$ cat src/rtl/gest_ram.sv
// generic single write port, single read port ram with registered read
// no dependencies
module gest_ram #(
  parameter int unsigned WIDTH = 8,
  parameter int unsigned DEPTH = 16,
  localparam int unsigned AW = (DEPTH > 1) ? $clog2(DEPTH) : 1
) (
  input  logic             clk_i,
  input  logic             we_i,
  input  logic [AW-1:0]    waddr_i,
  input  logic [WIDTH-1:0] wdata_i,
  input  logic [AW-1:0]    raddr_i,
  output logic [WIDTH-1:0] rdata_o
);

  logic [WIDTH-1:0] mem_q [DEPTH];
  logic [WIDTH-1:0] rdata_q;

  always_ff @(posedge clk_i) begin
    if (we_i) begin
      mem_q[waddr_i] <= wdata_i;
    end
    rdata_q <= mem_q[raddr_i];
  end

  assign rdata_o = rdata_q;

endmodule

$ cat config.mk
export PLATFORM = sky130hd
export DESIGN_NAME = gest_ram
export DESIGN_NICKNAME = d
export VERILOG_FILES = /design/src/rtl/gest_ram.sv
export SDC_FILE = /design/constraint.sdc
export NUM_CORES = 1
export LEC_CHECK = 0
export BUFFER_PORTS_ARGS = -buffer_cell sky130_fd_sc_hd__clkbuf_2
export CORE_AREA = 4 4 98 100
export DETAILED_ROUTE_END_ITERATION = 10
export DIE_AREA = 0 0 102 104
export PLACE_DENSITY = 0.77
export SLEW_MARGIN = 40
export SYNTH_ARGS = -nofsm -noshare
export SYNTH_HDL_FRONTEND = slang
export SYNTH_SLANG_ARGS = --single-unit
$ cat constraint.sdc
create_clock -name clk_i -period 1.7 [get_ports clk_i]
set_input_delay 0.085 -clock clk_i [delete_from_list [all_inputs] [get_ports clk_i]]
set_output_delay 0.085 -clock clk_i [all_outputs]
set_load 0.01 [all_outputs]
=== Word level (Yosys, flattened, before mapping) ===
Memories as Yosys holds them, arrays and structs flattened. A register that Yosys moved wholly into a read port is not among the register bits.
Index checks and enable logic that the tools add are counted.

* Multiplexer cells: 2

{| class="wikitable"
|+ Operators with widths
! kind !! number
|-
| $mux W1 || 2
|}

* Word-level logic and storage cells: 3
* Output and inout bits: 8
* Register bits after elaboration: 0
* Memories: 1
* Memory bits (writable): 128
* Bits of input ports: 18

{| class="wikitable"
|+ Memory list
! memory !! words !! width !! rd ports !! clocked after Yosys merged registers in !! wr ports !! line !! source
|-
| mem_q || 16 || 8 || 1 || 1 || 1 || 16 || <nowiki>logic [WIDTH-1:0] mem_q [DEPTH];</nowiki>
|}

=== Longest topological paths before layout ===
* Depth in word-level cells: 2
* Depth in mapped cells: 5
* Depth with buffers taken out: 3

=== Worst setup path before layout ===
Ideal clock, no wire load.

* Path kind: in2reg
* From: input port waddr_i[2]
* To: memory mem_q[0][0] (enable)
* Stages on the path: 2
* Setup time: 0.383 ns
* Path buffers: 0
* Data required time: 1.317 ns
* Slack: 0.122 ns
* Data arrival time: 1.195 ns
* Cells stage by stage: or3b_2 -> nor3_1

{| class="wikitable"
|+ RTL lines
! what !! line !! source
|-
| start, declared || 10 || <nowiki>input logic [AW-1:0] waddr_i,</nowiki>
|-
| end, declared || 16 ||
|}

No word-level cell before the write port.

==> results.ini <==
[run_status]
status = finished, final reports clean

[clock_tree]
clk_pin_slew_ps = 70
cts_tree = yes
postCtsHoldBufs = 7
cts.sink_count = 136
postCtsSetupBuffers = 0
insertion_delay_ps = 520
h-tree-depth = 4
cts_resized = 0
cts_buffers = 17
cts.root.buffer_cell = clkbuf_8
cts_buffer_depth = 2

[synthesis]
synth-compound-area-share = 0.0233
synth_cell_types = 19
ys_ff_latch = 136
yosys.area_share.simple = 0.0318
yosys.area_share.adder = 0
synth_mux_area_frac = 0.150
postSynthCellCount = 229
syn_avg_cell_area_um2 = 22.5
yosysSeqAreaShare = 0.778
yosysWarnings = 0
synth_nets = 247
synth_area_mm2 = 0.00515
synth_top_family_by_area = multiplexers
synth-xor-area-share = 0

[sta]
slew_violations = 0
slew_headroom = 0.724
tightest_slew_ps = 413
min_period_ps = 1380
tns_ps = 0
fmax_mhz = 724
setup_viol = 0
hold_viol_final = 0
rsz0062_at_grt = no
finalCritPeriodShare = 0.812
skew_ps = 8.01
whs_ps = 31.5

[floorplanning]
dieWidth_um = 102
fp-row-count = 34
pin_count = 26
die_h_um = 104
start_util = 0.593
core_mm2 = 0.00868
dieArea_mm2 = 0.0106

[placement]
hpwl_mm = 6.26
gp_congestion = 0.757
portBuffers = 25

[global_route]
grt_max_degree = 17
grt_pass1_wl_mm = 15.6
grtUsageTotal = 0.211
global_route.overflow_total = 0
grt_pass1_vias = 2619
antenna_found_initial = 0

[run]
maxCapViolCount = 0

[setup_path]
r2r_end = rdata_o[1]
critPathKind = register to register
cp-end-kind = register
crit_arrival_ps = 1780
reg2regPathDepth = 3
crit_fanout = 1
startpoint_type = register
worstPathRequired_ps = 2100
r2r_start = mem_q[1][1]
reg2reg_setup_slack_ps = 320

[routing]
antenna_left = 0
drtPass1Iterations = 4
wl_mm = 9.97
drc = 0
viasPerCell = 6.03
drtIter0Drc = 235
num_vias = 2504
avgRoutedWirePerCell_um = 24.0

[power]
vdd_drop_max_mv = 1.01
leakagePower_uw = 0.00213
p_per_area_mw_per_mm2 = 1230

[final_layout]
regArea_mm2 = 0.00400
multiInputGateArea_mm2 = 0.00106
final_common_cell = edfxtp_1
syn_to_final_growth_pct = 19.8
drive_above_1_share = 0.322
fillers = 528
final_cell_mix = edfxtp_1 (128), clkbuf_2 (25), buf_4 (22)
num_antenna_cells = 0
final_nets = 312

[min_path]
min_path_type = input port to register
min_from = wdata_i[2]
hold_end = mem_q[6][2]
hold_path_depth = 1

## cell usage after synthesis (all sizes together)
cell           instances  area, um^2
a22oi                 16         120
and2                   1        6.26
and2b                  1        7.51
buf                    7        56.3
clkdlybuf4s25          3        30.0
dfxtp                  8         160
edfxtp               128        3840
mux4                  32         773
nand2                  9        33.8
nand2b                 2        12.5
nand3                  1        5.00
nand3b                 2        15.0
nor2                  13        48.8
nor2b                  1        6.26
nor3                   4        20.0
or3b                   1        8.76
## sequential cells by signal, summed over array words and instances, names as in the netlist
signal   cells
mem_q      128
rdata_o      8
## routing by layer
layer | global-route usage | wire length, um | up-vias | part of all wire
met4 | 0.0694 | 134 | 0 | 0.013
met1 | 0.299 | 3950 | 1281 | 0.40
met5 | 0 | 0 | - | 0
met2 | 0.323 | 5090 | 103 | 0.51
li1 | - | - | 1109 | -
met3 | 0.0543 | 793 | 11 | 0.080
## cells by family (layout without fill, tap and decap cells)
| group | Yosys count | count (layout) |
|---|---|---|
| AOI/OAI and AO/OA | 16 | 16 |
| buffers and inverters | 10 | 88 |
| DFF | 136 | 136 |
| muxes | 32 | 32 |
| and+or+nand+nor | 35 | 35 |
## worst max-delay path, cell delays in order (launching register included)
cell	delay [ps]
edfxtp_1	370
mux4_1	520
a22oi_1	270
nand2_1	110
## how the worst max path moves through the flow
stage	slack (ps)	from	to	depth (start not counted)
floorplan	120	waddr_i[2]	mem_q[0][0]	2
global placement	160	raddr_i[0]	rdata_o[2]	5
detailed placement	90	raddr_i[0]	rdata_o[3]	6
CTS	310	mem_q[1][1]	rdata_o[1]	3
global route	260	mem_q[8][2]	rdata_o[2]	3
finish	320	mem_q[1][1]	rdata_o[1]	3
## through the flow
step           power [uW]  worst slack [ps]  cells  area (um^2)  utilization
4_1_cts              7680               312    415         6170        0.711
3_5_place_dp         4200              91.5    376         5530        0.637
6_report             7620               319    415         6170        0.711
2_1_floorplan        4040               122    229         5150            -
3_3_place_gp         4190               163    376         5530        0.637
5_1_grt              7860               262    415         6170        0.711
## layout make-up
cell class	instances	area share
repair buffers	56	0.0649
well taps	108	0.0219
flip-flops and latches	136	0.649
clock inverters	14	0.0248
clock buffers	18	0.0678
multi-input cells	83	0.171
## power by group
group / switching [uW] / internal, uW
registers: 24.0 / 3750
logic: 204 / 168
clock network: 1380 / 2090
No activity file was read; power rests on OpenSTA's default activity.
