===== src/rtl/gest_pkg.sv =====
// shared types and constants for the gamepad event state tracker
// used by gest_div, gamepad_event_state_tracker and its testbench
package gest_pkg;

  localparam int unsigned MAX_BUTTONS_DEF = 64;
  localparam int unsigned MAX_AXES_DEF    = 8;
  localparam int unsigned MAX_HATS_DEF    = 4;
  localparam int unsigned KEY_CODES_DEF   = 768;
  localparam int unsigned ABS_CODES_DEF   = 64;

  // request codes
  localparam logic [1:0] REQ_EVENT   = 2'd0;
  localparam logic [1:0] REQ_POLL    = 2'd1;
  localparam logic [1:0] REQ_KEY_MAP = 2'd2;
  localparam logic [1:0] REQ_ABS_MAP = 2'd3;

  // raw event types
  localparam logic [15:0] EV_KEY = 16'd1;
  localparam logic [15:0] EV_ABS = 16'd3;

  // absolute codes that drive hats, x half on even codes
  localparam logic [15:0] HAT_CODE_FIRST = 16'd16;
  localparam logic [15:0] HAT_CODE_LAST  = 16'd23;

  // changed kind codes
  localparam logic [1:0] KIND_NONE   = 2'd0;
  localparam logic [1:0] KIND_BUTTON = 2'd1;
  localparam logic [1:0] KIND_AXIS   = 2'd2;
  localparam logic [1:0] KIND_HAT    = 2'd3;

  // hat half sign codes
  localparam logic [1:0] SGN_ZERO  = 2'd0;
  localparam logic [1:0] SGN_PLUS  = 2'd1;
  localparam logic [1:0] SGN_MINUS = 2'd3;

  // axis scaling in q2.14
  localparam logic signed [15:0] Q_ONE = 16'sd16384;
  localparam int unsigned Q_BITS = 15;
  localparam int unsigned NUM_W  = 34;
  localparam int unsigned DEN_W  = 32;
  localparam int unsigned SPAN_W = 33;
  localparam int unsigned DIFF_W = 35;

  typedef struct packed {
    logic       vld;
    logic [5:0] idx;
  } map_entry_t;

  localparam int unsigned MAP_W = $bits(map_entry_t);

  typedef enum logic [2:0] {
    ST_CLEAR,
    ST_IDLE,
    ST_LOOKUP,
    ST_DECODE,
    ST_SPAN,
    ST_PREP,
    ST_DIV,
    ST_FINISH
  } state_e;

endpackage


===== src/rtl/gest_div.sv =====
// restoring divider for axis scaling, one quotient bit per cycle
// depends on gest_pkg; numerator is below twice the divisor
module gest_div import gest_pkg::*; (
  input  logic              clk_i,
  input  logic              rst_ni,
  input  logic              start_i,
  input  logic [NUM_W-1:0]  num_i,
  input  logic [DEN_W-1:0]  den_i,
  output logic              done_o,
  output logic [Q_BITS-1:0] quot_o
);

  localparam int unsigned CNT_W = $clog2(Q_BITS);

  logic              busy_q;
  logic              done_q;
  logic [CNT_W-1:0]  cnt_q;
  logic [NUM_W-1:0]  rem_q, rem_d;
  logic [DEN_W-1:0]  den_q;
  logic [Q_BITS-1:0] quot_q;
  logic              ge;
  logic [NUM_W-1:0]  rem_sel;

  always_comb begin
    ge      = rem_q >= NUM_W'(den_q);
    rem_sel = ge ? (rem_q - NUM_W'(den_q)) : rem_q;
    rem_d   = {rem_sel[NUM_W-2:0], 1'b0};
  end

  always_ff @(posedge clk_i or negedge rst_ni) begin
    if (!rst_ni) begin
      busy_q <= 1'b0;
      done_q <= 1'b0;
      cnt_q  <= '0;
    end else begin
      done_q <= 1'b0;
      if (start_i) begin
        busy_q <= 1'b1;
        cnt_q  <= CNT_W'(Q_BITS - 1);
      end else if (busy_q) begin
        cnt_q <= cnt_q - 1'b1;
        if (cnt_q == '0) begin
          busy_q <= 1'b0;
          done_q <= 1'b1;
        end
      end
    end
  end

  always_ff @(posedge clk_i) begin
    if (start_i) begin
      rem_q  <= num_i;
      den_q  <= den_i;
      quot_q <= '0;
    end else if (busy_q) begin
      rem_q  <= rem_d;
      quot_q <= {quot_q[Q_BITS-2:0], ge};
    end
  end

  assign done_o = done_q;
  assign quot_o = quot_q;

`ifndef SYNTHESIS
  a_start_idle: assert property (@(posedge clk_i) disable iff (!rst_ni)
    start_i |-> !busy_q)
    else $error("divider started while busy");

  a_last_step_done: assert property (@(posedge clk_i) disable iff (!rst_ni)
    (busy_q && cnt_q == '0) |=> (done_o && !busy_q))
    else $error("divider did not finish after last step");

  a_done_pulse: assert property (@(posedge clk_i) disable iff (!rst_ni)
    done_o |=> !done_o)
    else $error("divider done held longer than one cycle");
`endif

endmodule


===== config.mk =====
export PLATFORM = sky130hd
export DESIGN_NAME = gest_div
export DESIGN_NICKNAME = d
export VERILOG_FILES = /design/src/rtl/gest_pkg.sv /design/src/rtl/gest_div.sv
export SDC_FILE = /design/constraint.sdc
export NUM_CORES = 1
export LEC_CHECK = 0
export ABC_AREA = 1
export ABC_CLOCK_PERIOD_IN_PS = 2210
export BUFFER_PORTS_ARGS = -buffer_cell sky130_fd_sc_hd__buf_2
export CORE_MARGIN = 3
export CORE_UTILIZATION = 25
export DETAILED_ROUTE_END_ITERATION = 8
export PLACE_DENSITY_LB_ADDON = 0.3
export SLEW_MARGIN = 10
export SYNTH_ARGS = -nofsm -noshare
export SYNTH_HDL_FRONTEND = slang
export SYNTH_SLANG_ARGS = --single-unit

===== constraint.sdc =====
create_clock -name clk_i -period 2.21 [get_ports clk_i]
set_clock_uncertainty 0.1 [all_clocks]
set_input_delay 0.221 -clock clk_i [delete_from_list [all_inputs] [get_ports clk_i]]
set_output_delay 0.221 -clock clk_i [all_outputs]
set_load 0.05 [all_outputs]

**After elaboration in Yosys (flattened, before gate mapping)**

Cells that the tools add are included.

- Logic and storage cells: 22
- Output and inout bits: 16
- Input port bits: 69
- Bits in registers: 87

- Add/sub/neg operators: 2
- Reduce and logical (&&, ||, !) cells: 2
- Multiplexer cells: 11
- Order comparisons: 1

Operator list:

| operator | count |
|---|---|
| two-way mux 34 bit | 2 |
| >= comparator 34 x 32 -> 1 bit | 1 |
| two-way mux 33 bit | 1 |
| subtractor 33 x 32 -> 33 bit | 1 |
| two-way mux 4 bit | 2 |
| two-way mux 1 bit | 6 |
| zero test 4 bit | 1 |
| subtractor 4 x 1 -> 4 bit, second input constant | 1 |
| nonzero test 2 bit | 1 |

**Longest topological paths before layout**

- Word-level depth: 4
- Gate-level depth with buffers: 16
- Depth with buffers taken out: 16

**Worst setup path before layout**

OpenSTA, ideal clock, no wires.

- Path kind: register -> register
- From: register rem_q[0]
- To: register rem_q[3] (data pin)
- Setup slack: -0.016 ns
- Stages on the path, launching flop included: 14
- Arrival: 1.871 ns
- Path buffers: 1
- Cell sequence: edfxtp_1 -> inv_1 -> ha_1 -> inv_1 -> fa_1 -> nand3_1 -> nand3_2 -> nand2_2 -> nand2_2 -> nand2_2 -> buf_2 -> nand4_1 -> nand3_1 -> nand2_1

- Longest elaborated chain between the ends: 4

RTL lines:

| element | RTL line | RTL |
|---|---|---|
| start: declaration | gest_div.sv:18 | `logic [NUM_W-1:0] rem_q, rem_d;` |
| start signal: assignment | gest_div.sv:52 | `rem_q <= num_i;` |
| start signal: assignment | gest_div.sv:56 | `rem_q <= rem_d;` |
| subtractor 33 x 32 -> 33 bit / >= comparator 34 x 32 -> 1 bit (equally long branches) | gest_div.sv:26, gest_div.sv:25 |  |
| two-way mux 33 bit * | gest_div.sv:26 | `rem_sel = ge ? (rem_q - NUM_W'(den_q)) : rem_q;` |
| two-way mux 34 bit * | gest_div.sv:55 | `end else if (busy_q) begin` |
| two-way mux 34 bit * | gest_div.sv:51 | `if (start_i) begin` |

Every way passes the cells marked *; elsewhere a longest branch is shown, timed or not. The select of a mux whose other input is x is not followed.
A chain may end at the register's enable or synchronous reset.

**Worst setup path after layout**

- From: register rem_q[30]
- To: register rem_q[19] (data pin)

- Longest elaborated chain between the ends: 4

RTL lines:

| element | RTL line | RTL |
|---|---|---|
| >= comparator 34 x 32 -> 1 bit | gest_div.sv:25 | `ge = rem_q >= NUM_W'(den_q);` |
| two-way mux 33 bit | gest_div.sv:26 |  |
| two-way mux 34 bit | gest_div.sv:55 |  |
| two-way mux 34 bit | gest_div.sv:51 |  |

No other way between the ends. The select of a mux whose other input is x is not followed.

==> run metrics <==
pin count of the biggest net entering global routing 52; Top-Level Pins 85; nature of the critical path endpoint flip-flop; CTS clock-pin slew for the worst setup and hold paths 80 ps; clk root buf clkbuf_16; initial drt markers about 330; Gate Count Post-Synth between 900 and 1000; path depth of the worst reg2reg path 11; Post-Layout Cell Count 1530; DR WL/cell roughly 14 um; Synth Register Bits 87; CTS Buffer Depth 2; Synth Net Count 1036; RSZ-0062 raised after global routing yes; CTS Buf Count 9; vias in the first global route 6653; initial antenna violation count 0; Peak Freq 422 MHz; Final WS setup -159 ps; Final period util 107%; GPL Wtd Cong 0.889; initial core utilization 25.9%; final setup TNS -3990 ps; hold_sp num_i[18]; Hold Path Sink rem_q[18]; mapped cell area ~0.0064 mm^2; area of the multi-input gates 0.00399 mm^2; Die H 166 um; R2R Setup Slk -160 ps; peak supply drop 0.478 mV; failing checks setup timing; startpoint types flip-flop; gr usage total 15.5%; die area 0.0275 mm^2; via/cell ratio between 4 and 5; first-pass GRT wire length between 30000 and 40000 um; Slowest-stage cell, CP edfxtp_1; Post-Place Cells 1438; Yosys cell types 34; max cap viols 0; Max Slew Vio Count 0; synth warn 0; final setup vio count 34; Syn-to-layout area delta 56.4%; register area share after synthesis 38.0%; most common cell after layout, fill and taps aside nand2_1; Worst-Skew Late Latency 360 ps; TritonCTS clock tree done; core area 0.0247 mm^2; grt ovf 0; CP Data Arrival Time 2380 ps; Crit Path Class reg2reg; port buffer count 84; Die W about 170 um; Hold Slack about 28 ps; pwr dens 1290 mW/mm^2; Leak 5.10 nW; final hold vios 0; post-route ant nets 0; max incr delay on CP approximately 420 ps; WHS Path Cells 3; worst-margin pin slew a little under 400 ps; Final HPWL DP 15700 um; # DRC 0; critical path required time 2220 ps; share of layout cells above drive strength 1 36.2%; Post-Synthesis Mean Instance Area just under 7 um^2; Crit Reg-Reg Startpoint rem_q[30]; WL final 21600 um; commonest cells after routing, fill and taps aside 284 x nand2_1, 191 x inv_1, 148 x buf_4; row cnt 57; class of the worst hold path in2reg; drt pass-1 iters 5; crit path time final 2370 ps; register area ~0.0024 mm^2; clk sinks 87; worst rel slew slack 74.0%; CP cell instances ha_1 > nand2_2 > nor2_4 > nand2_4 > nor2_4 > nand4_4 > nand3_4 > buf_12 > nand2_2 > nand3_1 > nand2_1; CP Max Fanout 8; status complete, but fails checks; reg-to-reg endpoint rem_q[19]; fillers 2590; number of antenna diodes 0; H-tree levels 3; fin nets 1304; via count between 6000 and 7000
[cell type report]
type	instances	share of cell area, %
multi-input combinational	618	39.8
sequential	87	24.3
clock inverter	7	0.713
clock buffer	9	2.25
timing repair buffer	279	21.1
tap	324	4.05
inverter	206	7.75
[repair_timing]
| item | 4_1_cts | 5_1_grt |
|---|---|---|
| setup buffers | 24 | 17 |
| hold buffers | 33 | 0 |
| resized for setup | 133 | 78 |
| cloned | 2 | 2 |
| endpoints found under the setup margin | 33 | 34 |
| pin swaps | 22 | 35 |
| endpoints found under the hold margin | 38 | 0 |
[cell usage after synthesis]
cell type  count  area share [%]
nand2_1      356              21
inv_1        198              12
nand3b_1      12             1.4
nand3_1       53             4.1
clkbuf_1       7            0.41
xnor2_1       15             2.1
ha_1          33             6.5
buf_6          3            0.53
nor2_4         1            0.18
o21bai_1       2            0.23
o21ai_1        1           0.078
o22ai_1       12             1.2
nand4_1       35             3.4
a21o_1         1            0.12
dfrtp_1        6             2.3
dfxtp_1       15             4.7
nor4_1         2            0.20
a21oi_1       22             1.7
nor2_1        41             2.4
nor3_1         6            0.47
inv_2          6            0.35
buf_1          2            0.12
o21ai_0        7            0.55
nand3_4        1            0.27
nand2_2        4            0.39
buf_2         10            0.78
fa_1           1            0.31
clkinv_1       2            0.12
nor2_2         5            0.49
nand3_2        1            0.16
and2_1         5            0.49
nand4_4        1            0.33
a22oi_1        1            0.12
edfxtp_1      66              31
[flip-flops by register name, summed over array words and instances (netlist names)]
register / cells
busy_q: 1
den_q: 32
cnt_q: 4
done_o: 1
quot_o: 15
rem_q: 34
[power by group]
part	switching, mW	total [mW]	internal, mW
registers	0.319	2.54	2.23
clock network	0.776	1.58	0.801
logic	4.62	8.82	4.20
[worst max path at each step]
stage	start	end	slack, ps	cells after the start
floorplan	rem_q[0]	rem_q[3]	-20	13
global placement	rem_q[0]	rem_q[20]	-370	13
detailed placement	rem_q[0]	rem_q[14]	-330	13
CTS	rem_q[28]	rem_q[3]	-130	11
global route	rem_q[3]	rem_q[3]	-280	15
finish	rem_q[30]	rem_q[19]	-160	11
[metal layers]
metal	routed length (um)	vias to the layer above	track usage (%)
met1	10600	3009	21.8
li1	-	3443	-
met3	641	24	1.95
met4	406	0	4.41
met5	0	-	0
met2	9940	126	25.2
[metrics by stage]
stage	utilization, %	power, mW	area [um^2]	setup slack, ps
finish	40.4	12.9	10000	-159
global route	40.4	14.0	10000	-280
CTS	38.6	11.9	9550	-130
detailed placement	32.5	8.88	8040	-335
global placement	32.5	8.86	8040	-365
floorplan	-	6.24	6400	-15.5
[worst max-delay path: cells and delay by family, from the launching register on]
family                   cells  cell delay [ps]
buffers and inverters        1              190
flip-flops                   1              420
AND/OR/NAND/NOR              9             1070
adder cells (fa/ha/maj)      1              330
[cell families after synthesis]
logic type      share of synthesized area (%)
xor+xnor                                 2.05
flops                                    38.0
buf+inv                                  13.9
fa+ha+maj                                6.77
simple gates                             35.2
compound gates                           3.99
Note: power is estimated with default switching activity, not from simulation.
